--- src/design/assert_macros.svh ---
// ---------------------------------------------------------------------------
// Assertion macros
// Shared concurrent assertion forms, clocked and disabled in reset.
// ---------------------------------------------------------------------------
`ifndef ASSERT_MACROS_SVH
`define ASSERT_MACROS_SVH

// invariant that holds at every edge outside reset
`define ASSERT_ALWAYS(lbl, ck, rs, expr) \
  lbl: assert property (@(posedge ck) disable iff (rs) (expr)) \
    else $error("invariant violated");

// consequence that must hold in the same cycle as its antecedent
`define ASSERT_IMPLIES(lbl, ck, rs, ante, cons) \
  lbl: assert property (@(posedge ck) disable iff (rs) (ante) |-> (cons)) \
    else $error("implication violated");

`endif

--- src/design/ors_pkg.sv ---
// ---------------------------------------------------------------------------
// ors_pkg
// Types and codes shared by the search ROM decision engine.
// ---------------------------------------------------------------------------
package ors_pkg;

  localparam int PosW = 7;

  typedef enum logic [1:0] {
    ACT_RESTART = 2'd0,
    ACT_BEGIN   = 2'd1,
    ACT_PAIR    = 2'd2
  } action_t;

  typedef enum logic [2:0] {
    ST_BIT      = 3'd0,
    ST_MORE     = 3'd1,
    ST_LAST     = 3'd2,
    ST_NODEV    = 3'd3,
    ST_ERROR    = 3'd4,
    ST_ACK      = 3'd5,
    ST_FINISHED = 3'd6
  } status_t;

  typedef struct packed {
    action_t action;
    logic    presence;
    logic    id_bit;
    logic    complement_bit;
  } item_t;

  typedef struct packed {
    logic [PosW-1:0] pos;
    logic [PosW-1:0] last_disc;
    logic [PosW-1:0] last_zero;
    logic            finished;
    logic            active;
  } ctl_t;

endpackage

--- src/design/onewire_rom_search_engine_core.sv ---
// Throughput: one word per cycle; input register and result register
// form a two-stage pipeline that advances whenever the result is free.
// Reset: synchronous rst clears the search state (id, positions, flags)
// and empties both pipeline stages.
// ---------------------------------------------------------------------------
// onewire_rom_search_engine_core
// Search ROM decision engine: picks write directions and assembles ids.
// ---------------------------------------------------------------------------
module onewire_rom_search_engine_core #(
  parameter int ROM_BITS = 64
) (
  input  logic        clk,
  input  logic        rst,
  input  logic        in_valid,
  output logic        in_stall,
  input  logic [1:0]  action,
  input  logic        presence,
  input  logic        id_bit,
  input  logic        complement_bit,
  output logic        out_valid,
  input  logic        out_stall,
  output logic        write_bit,
  output logic [2:0]  status,
  output logic [63:0] rom_id,
  output logic [6:0]  bit_index
);
  import ors_pkg::*;

  `include "assert_macros.svh"

  localparam logic [PosW-1:0] RomLen = PosW'(ROM_BITS);

  logic                advance;
  logic                item_valid;
  item_t               item;
  ctl_t                ctl;
  ctl_t                ctl_next;
  logic [ROM_BITS-1:0] id;
  logic [ROM_BITS-1:0] id_next;
  logic                wbit_next;
  status_t             status_next;
  logic [ROM_BITS-1:0] rom_next;

  assign advance = !out_valid || !out_stall;

  ors_in_stage u_in (
    .clk            (clk),
    .rst            (rst),
    .in_valid       (in_valid),
    .in_stall       (in_stall),
    .action         (action),
    .presence       (presence),
    .id_bit         (id_bit),
    .complement_bit (complement_bit),
    .advance        (advance),
    .item_valid     (item_valid),
    .item           (item)
  );

  ors_decide #(.ROM_BITS(ROM_BITS)) u_decide (
    .item      (item),
    .ctl       (ctl),
    .id        (id),
    .ctl_next  (ctl_next),
    .id_next   (id_next),
    .write_bit (wbit_next),
    .status    (status_next),
    .rom_id    (rom_next)
  );

  always_ff @(posedge clk) begin
    if (rst) begin
      ctl       <= '0;
      id        <= '0;
      out_valid <= 1'b0;
    end else if (advance) begin
      out_valid <= item_valid;
      if (item_valid) begin
        ctl <= ctl_next;
        id  <= id_next;
      end
    end
  end

  always_ff @(posedge clk) begin
    if (advance && item_valid) begin
      write_bit <= wbit_next;
      status    <= status_next;
      rom_id    <= 64'(rom_next);
      bit_index <= ctl_next.pos;
    end
  end

  `ASSERT_IMPLIES(a_active_not_done, clk, rst, ctl.active, !ctl.finished)
  `ASSERT_ALWAYS(a_pos_range, clk, rst, ctl.pos <= RomLen)
  `ASSERT_IMPLIES(a_fork_behind_pos, clk, rst, ctl.active, ctl.last_zero <= ctl.pos)
  `ASSERT_IMPLIES(a_pass_end_full, clk, rst,
                  out_valid && (status == ST_LAST || status == ST_MORE),
                  bit_index == RomLen)

endmodule

--- src/design/ors_in_stage.sv ---
// ---------------------------------------------------------------------------
// ors_in_stage
// Input register: holds one word until the decision stage advances.
// ---------------------------------------------------------------------------
module ors_in_stage (
  input  logic          clk,
  input  logic          rst,
  input  logic          in_valid,
  output logic          in_stall,
  input  logic [1:0]    action,
  input  logic          presence,
  input  logic          id_bit,
  input  logic          complement_bit,
  input  logic          advance,
  output logic          item_valid,
  output ors_pkg::item_t item
);
  import ors_pkg::*;

  logic load;

  assign in_stall = item_valid && !advance;
  assign load     = in_valid && !in_stall;

  always_ff @(posedge clk) begin
    if (rst) begin
      item_valid <= 1'b0;
    end else if (load) begin
      item_valid <= 1'b1;
    end else if (advance) begin
      item_valid <= 1'b0;
    end
  end

  always_ff @(posedge clk) begin
    if (load) begin
      item.action         <= action_t'(action);
      item.presence       <= presence;
      item.id_bit         <= id_bit;
      item.complement_bit <= complement_bit;
    end
  end

endmodule

--- src/design/ors_decide.sv ---
// ---------------------------------------------------------------------------
// ors_decide
// Per-word decision: direction choice, id update and pass bookkeeping.
// ---------------------------------------------------------------------------
module ors_decide #(
  parameter int ROM_BITS = 64
) (
  input  ors_pkg::item_t      item,
  input  ors_pkg::ctl_t       ctl,
  input  logic [ROM_BITS-1:0] id,
  output ors_pkg::ctl_t       ctl_next,
  output logic [ROM_BITS-1:0] id_next,
  output logic                write_bit,
  output ors_pkg::status_t    status,
  output logic [ROM_BITS-1:0] rom_id
);
  import ors_pkg::*;

  localparam int IdxW = (ROM_BITS > 1) ? $clog2(ROM_BITS) : 1;
  localparam logic [PosW-1:0] RomLen = PosW'(ROM_BITS);

  logic [PosW-1:0] n;
  logic [IdxW-1:0] idx;
  logic            dir;

  assign n   = ctl.pos + PosW'(1);
  assign idx = ctl.pos[IdxW-1:0];

  always_comb begin
    ctl_next  = ctl;
    id_next   = id;
    write_bit = 1'b0;
    status    = ST_ERROR;
    dir       = 1'b0;
    unique case (item.action)
      ACT_RESTART: begin
        ctl_next = '0;
        id_next  = '0;
        status   = ST_ACK;
      end
      ACT_BEGIN: begin
        if (ctl.finished) begin
          status = ST_FINISHED;
        end else if (!item.presence) begin
          ctl_next.finished = 1'b1;
          ctl_next.active   = 1'b0;
          ctl_next.pos      = '0;
          status            = ST_NODEV;
        end else begin
          ctl_next.active    = 1'b1;
          ctl_next.pos       = '0;
          ctl_next.last_zero = '0;
          status             = ST_ACK;
        end
      end
      ACT_PAIR: begin
        if (ctl.active && (ctl.pos < RomLen)) begin
          if (item.id_bit && item.complement_bit) begin
            ctl_next.active   = 1'b0;
            ctl_next.finished = 1'b1;
            status            = ST_ERROR;
          end else begin
            if (item.id_bit != item.complement_bit) begin
              dir = item.id_bit;
            end else begin
              if (n < ctl.last_disc) begin
                dir = id[idx];
              end else begin
                dir = (n == ctl.last_disc);
              end
              if (!dir) begin
                ctl_next.last_zero = n;
              end
            end
            id_next[idx] = dir;
            ctl_next.pos = n;
            write_bit    = dir;
            status       = ST_BIT;
            if (n >= RomLen) begin
              ctl_next.active    = 1'b0;
              ctl_next.last_disc = ctl_next.last_zero;
              if (ctl_next.last_zero == '0) begin
                ctl_next.finished = 1'b1;
                status            = ST_LAST;
              end else begin
                status = ST_MORE;
              end
            end
          end
        end
      end
      default: begin
      end
    endcase
  end

  // keep only the bits decided so far in this pass
  always_comb begin
    for (int i = 0; i < ROM_BITS; i++) begin
      rom_id[i] = id_next[i] && (PosW'(i) < ctl_next.pos);
    end
  end

endmodule

--- config.mk ---
export PLATFORM = sky130hd
export DESIGN_NAME = onewire_rom_search_engine_core
export DESIGN_NICKNAME = d
export VERILOG_FILES = /design/src/design/ors_pkg.sv /design/src/design/onewire_rom_search_engine_core.sv /design/src/design/ors_in_stage.sv /design/src/design/ors_decide.sv
export VERILOG_INCLUDE_DIRS = /design/src /design/src/design
export SDC_FILE = /design/constraint.sdc
export NUM_CORES = 1
export LEC_CHECK = 0
export BUFFER_PORTS_ARGS = -buffer_cell sky130_fd_sc_hd__buf_2
export CORE_ASPECT_RATIO = 0.7
export CORE_MARGIN = 5
export CORE_UTILIZATION = 33
export CTS_CLUSTER_SIZE = 16
export DETAILED_ROUTE_END_ITERATION = 10
export PLACE_DENSITY = 0.54
export SETUP_SLACK_MARGIN = 0.5
export SYNTH_ARGS = -nofsm -noshare
export SYNTH_HDL_FRONTEND = slang
export SYNTH_SLANG_ARGS = --single-unit
--- constraint.sdc ---
create_clock -name clk -period 11.4 [get_ports clk]
set_clock_uncertainty 0.1 [all_clocks]
set_input_delay 2.85 -clock clk [delete_from_list [all_inputs] [get_ports clk]]
set_output_delay 2.85 -clock clk [all_outputs]
set_load 0.005 [all_outputs]
### Word-level counts from Yosys, hierarchy flattened

Cells that the tools add are included.

| word-level totals | value |
|---|---|
| input bits | 9 |
| flip-flop bits (word level) | 169 |
| output and inout bits | 77 |

| cells by class | value |
|---|---|
| muxes and demuxes | 45 |
| $add $sub $neg | 1 |
| bitwise logic cells | 2 |
| eq/ne operators | 11 |
| reductions and logical operators | 86 |
| order comparisons | 69 |

Operators by type and width:

| kind | number |
|---|---|
| less-than comparator 6 x 7 -> 1 bit, first input constant | 32 |
| 2-to-1 mux 64 bit | 2 |
| one-hot mux 64 bit (2 select lines) | 1 |
| less-than comparator 5 x 7 -> 1 bit, first input constant | 16 |
| logical AND 1 bit | 70 |
| bitwise mux 64 bit | 1 |
| less-than comparator 4 x 7 -> 1 bit, first input constant | 8 |
| 2-to-1 mux 7 bit | 8 |
| less-than comparator 3 x 7 -> 1 bit, first input constant | 4 |
| one-hot mux 9 bit (3 select lines) | 1 |
| 2-to-1 mux 23 bit | 1 |
| 2-to-1 mux 21 bit | 1 |
| one-hot mux 7 bit (3 select lines) | 1 |
| AND reduction 6 bit | 3 |
| 2-to-1 mux 1 bit | 16 |
| less-than comparator 1 x 7 -> 1 bit, first input constant | 2 |
| less-than comparator 2 x 7 -> 1 bit, first input constant | 2 |
| one-hot mux 7 bit (2 select lines) | 1 |
| 2-to-1 mux 3 bit | 4 |
| 2-to-1 mux 9 bit | 1 |
| one-hot mux 3 bit (3 select lines) | 1 |
| 2-to-1 mux 2 bit | 4 |
| adder 7 x 1 -> 7 bit, second input constant | 1 |
| == test 7 bit | 1 |
| other kinds (23) | 32 |

### Longest topological paths before layout

| depth | value |
|---|---|
| depth in word-level cells | 20 |
| mapped depth | 16 |
| depth with buffers taken out | 13 |

### By module

A second synthesis with hierarchy kept.

| second synthesis, totals | value |
|---|---|
| cells, all modules | 1192 |
| area total of the unflattened synthesis | 10456.3 um^2 |

By module, submodules not included:

| module | cells each | sequential area each (um^2) | instances | area an instance (um^2) |
|---|---|---|---|---|
| onewire_rom_search_engine_core | 457 | 4013.8 | 1 | 6168.4 |
| ors_decide | 726 | 0.0 | 1 | 4087.7 |
| ors_in_stage | 9 | 170.2 | 1 | 200.2 |

### Worst setup path before layout

No wires, ideal clock.

| timing path | value |
|---|---|
| kind | input to output |
| start | input port out_stall |
| end | output port in_stall |
| setup slack | 5.412 ns |
| buffers on the path | 0 |
| stages on the path | 1 |
| arrival time | 3.038 ns |
| path through | and3_1 |

| on the way | value |
|---|---|
| cells in the longest elaborated chain, start to end | 4 |

Ends and longest elaborated chain:

| what | RTL line | text |
|---|---|---|
| from (decl) | onewire_rom_search_engine_core.sv:21 | `input logic out_stall,` |
| zero test 1 bit | onewire_rom_search_engine_core.sv:44 | `assign advance = !out_valid \|\| !out_stall;` |
| logical OR 1 bit | onewire_rom_search_engine_core.sv:44 |  |
| zero test 1 bit | ors_in_stage.sv:22 | `assign in_stall = item_valid && !advance;` |
| logical AND 1 bit | ors_in_stage.sv:22 |  |
| to (decl) | onewire_rom_search_engine_core.sv:15 | `output logic in_stall,` |

Every way passes these cells.

### Final worst setup path

Same ends and word-level chain as after synthesis.

==> metrics.md <==
| Metric | Value |
|---|---|
| Crit path time final | 6.23 ns |
| Ys async rst share | 0% |
| Initial DRC count | 1,149 |
| Vias in the first global route | 8,182 |
| Worst path max stage delay | 0.19 ns |
| CP startpoint kind | input port |
| Fin Setup TNS | 0 ns |
| Worst vdd ir | 0.0907 mV |
| Crit. End Element | primary output |
| Yosys top cell by area | edfxtp_1 |
| Final nets | between 1,000 and 1,500 |
| Row count | 51 |
| CTS tree | yes |
| Post-CTS Setup Bufs | 0 |
| Top cell type's share of synthesized area | 25.9% |
| Diode count | 0 |
| Most used DFF post-synth | dfxtp_1 |
| Initial antenna violation count | 0 |
| Pre-CTS WS | 5.17 ns |
| Design Area, Final | 10,500 µm² |
| Reg2reg setup slack | 6.32 ns |
| Setup-failing EPs final | 0 |
| Placed cell count | 1,480 |
| CP max-delay cell | and3_1 |
| Area grow syn2layout | 13.1% |
| CTS max path bufs | 2 |
| First-pass GRT wire length | roughly 50,000 µm |
| IO Port Bufs | 85 |
| Final WL | 32,500 µm |
| Max Freq | 0.160 GHz |
| CP Max Fanout | 3 |
| Hpwl dp | 19,900 µm |
| Final max-slew violation count | 0 |
| Syn_area_per_cell | 8.47 µm² |
| Syn_nets | 1,118 |
| Post-synth EDFFs | 80 |
| DRC | 0 |
| Total global-route track usage | 20.2% |
| Synth top area cells | edfxtp_1 (26%), dfxtp_1 (19%), o21ai_0 (9.4%), nor2_1 (8.9%), a32oi_1 (4.3%) |
| Post-CTS Resized | 0 |
| Slew margin rel. | 32.5% |
| Crit Path Class | input port to primary output |
| Post-synthesis sequential area ratio | a little under half |
| TritonRoute pass-1 iters | 5 |
| Least-Margin Pin Slew | 1.01 ns |
| Library cells used by synthesis | 57 |
| CTS HTree Levels | 4 |
| Die width | 210 µm |
| CTS clk-pin slew, worst paths | 0.07 ns |
| Initial Util | between 30% and 40% |
| Run status | completed |
| Final-report hold violation count | 0 |
| Vias post-DR | 8,857 |
| Grt total ovfl | 0 |
| I/O pins | 86 |
| Via density | ~6 |
| Crit share post-route | 54.7% |
| Critical path arrival | between 3 and 4 ns |
| Die area | 31,600 µm² |
| Routed WL per cell | 21.5 µm |
| Lkg Pwr | 3.41 nW |
| Ys Warns | 0 |
| PwrDens | 132 nW/µm² |
| Final core occ | 37.8% |
| Skew-Pair Late Insertion Delay | 0.45 ns |
| Synth Instances | approximately 1,100 |
| Hold-fix buffers at CTS | 0 |
| Antenna Nets Post-Route | 0 |
| Share of layout cells above drive strength 1 | 13.8% |
| Cell Count, Final, Fillers Out | 1,512 |
| CP most frequent cell | buf_2 |
| Fill cells | 2,845 |
| DP Area | 9940 µm² |
| RSZ-0062 raised after global routing | false |
| Pin count of the biggest net entering global routing | 84 |
| Hold Path Class | register to register |
| Clk sinks | 169 |
| Core area | 27,800 µm² |
| Max_cap viols | 0 |
| Req. time, crit path | 8.45 ns |
| Num CTS Buffers | 17 |
| Final worst slack | 5.17 ns |
| Gpl congestion | 0.891 |
| Root Driver | clkbuf_16 |
| Die Span Y | 150 µm |
| Post-synth design cell area | between 9000 and 10,000 µm² |
| Seq cells post-synth | 169 |
| Crit path cell chain | buf_2 -> and3_1 -> buf_2 |
worst max-delay path: cells and delay by family:
family	cells	cell delay, ns
buf+inv	2	0.24
simple gates	1	0.19
state kept, by name, summed over array words and instances, names as in the netlist:
signal,cells
id,64
rom_id,64
ctl,23
bit_index,7
u_in.item,5
status,3
out_valid,1
u_in.item_valid,1
write_bit,1
power by group:
| group | switching (mW) | internal (mW) | leakage, nW | total [mW] |
|---|---|---|---|---|
| sequential | 0.00609 | 0.646 | 1.50 | 0.652 |
| combinational | 0.121 | 0.0405 | 1.65 | 0.161 |
| clock | 0.272 | 0.302 | 0.258 | 0.574 |
synthesized netlist by cell type (2+ instances only):
| cell | n |
|---|---|
| nor3_1 | 7 |
| o22ai_1 | 7 |
| a211o_1 | 2 |
| nor2_1 | 220 |
| and3_1 | 5 |
| o2bb2ai_1 | 6 |
| nand2b_1 | 3 |
| clkbuf_1 | 63 |
| nor4_1 | 3 |
| a211oi_1 | 6 |
| mux2i_1 | 24 |
| nand4_1 | 2 |
| dfxtp_1 | 89 |
| buf_1 | 10 |
| or3b_2 | 2 |
| o21a_1 | 2 |
| nor2b_1 | 6 |
| xnor2_1 | 4 |
| o311ai_0 | 2 |
| ha_1 | 13 |
| o21ai_1 | 3 |
| nand2_1 | 50 |
| nand3_1 | 79 |
| a32oi_1 | 46 |
| mux4_2 | 12 |
| buf_2 | 6 |
| o21ai_0 | 174 |
| edfxtp_1 | 80 |
| inv_1 | 27 |
| a21boi_0 | 4 |
| nand3b_1 | 3 |
| a22oi_1 | 3 |
| buf_4 | 9 |
| nor3b_1 | 2 |
| o31ai_1 | 22 |
| a21o_1 | 8 |
| a21oi_1 | 72 |
area by class of cell:
class                      instances  area, µm²  share of cell area [%]
sequential                       169       4190                    39.9
inverter                          28        106                    1.01
timing repair buffer             102        553                    5.27
tap                              371        464                    4.42
multi-input combinational        810       4640                    44.2
clock inverter                    14        125                    1.19
clock buffer                      18        429                    4.09
logic make-up (layout without fill, tap and decap cells):
kind of cell	after synthesis	after routing	share of synthesized area, %
adder cells (fa/ha/maj)	13	13	1.75
AO/OA/AOI/OAI	365	365	23.7
flip-flops	169	169	45.1
buffers and inverters	117	162	5.26
multiplexers	36	36	5.50
AND/OR/NAND/NOR	391	391	18.2
XOR/XNOR	5	5	0.472
final timing paths:
| path | from | endpoint | depth (start not counted) |
|---|---|---|---|
| setup reg to reg | ctl[17] | id[39] | 15 |
| hold reg to reg | ctl[14] | ctl[14] | 2 |
| setup / recovery | out_stall | in_stall | 3 |
| hold / removal | ctl[14] | ctl[14] | 2 |
layer usage:
layer / track usage, % / wire length (µm) / vias to the layer above
met4: 6.80 / 852 / 0
met5: 0 / 0 / -
met2: 28.6 / 13600 / 474
li1: - / - / 4071
met1: 30.3 / 14800 / 4241
met3: 4.35 / 3210 / 71
placed cells by master, fill, tap and decap left out, types with 7 or more instances in the layout:
cell       synthesis  routed
edfxtp_1          80      80
buf_2              6      85
o22ai_1            7       7
a21o_1             8       8
mux4_2            12      12
ha_1              13      12
clkbuf_16          0      17
buf_4              9      17
inv_1             27      26
nor2_1           220     216
a32oi_1           46      46
o31ai_1           22      22
a21oi_1           72      72
nand3_1           79      79
o21ai_0          174     174
mux2i_1           24      24
dfxtp_1           89      88
nand2_1           50      50
nor3_1             7       7
stage by stage:
stage	hold slack [ns]	total power [mW]
2_1_floorplan	0.325	0.776
3_3_place_gp	0.339	0.823
3_5_place_dp	0.348	0.824
4_1_cts	0.367	1.39
5_1_grt	0.373	1.43
6_report	0.366	1.39
(Power assumes the default switching activity.)
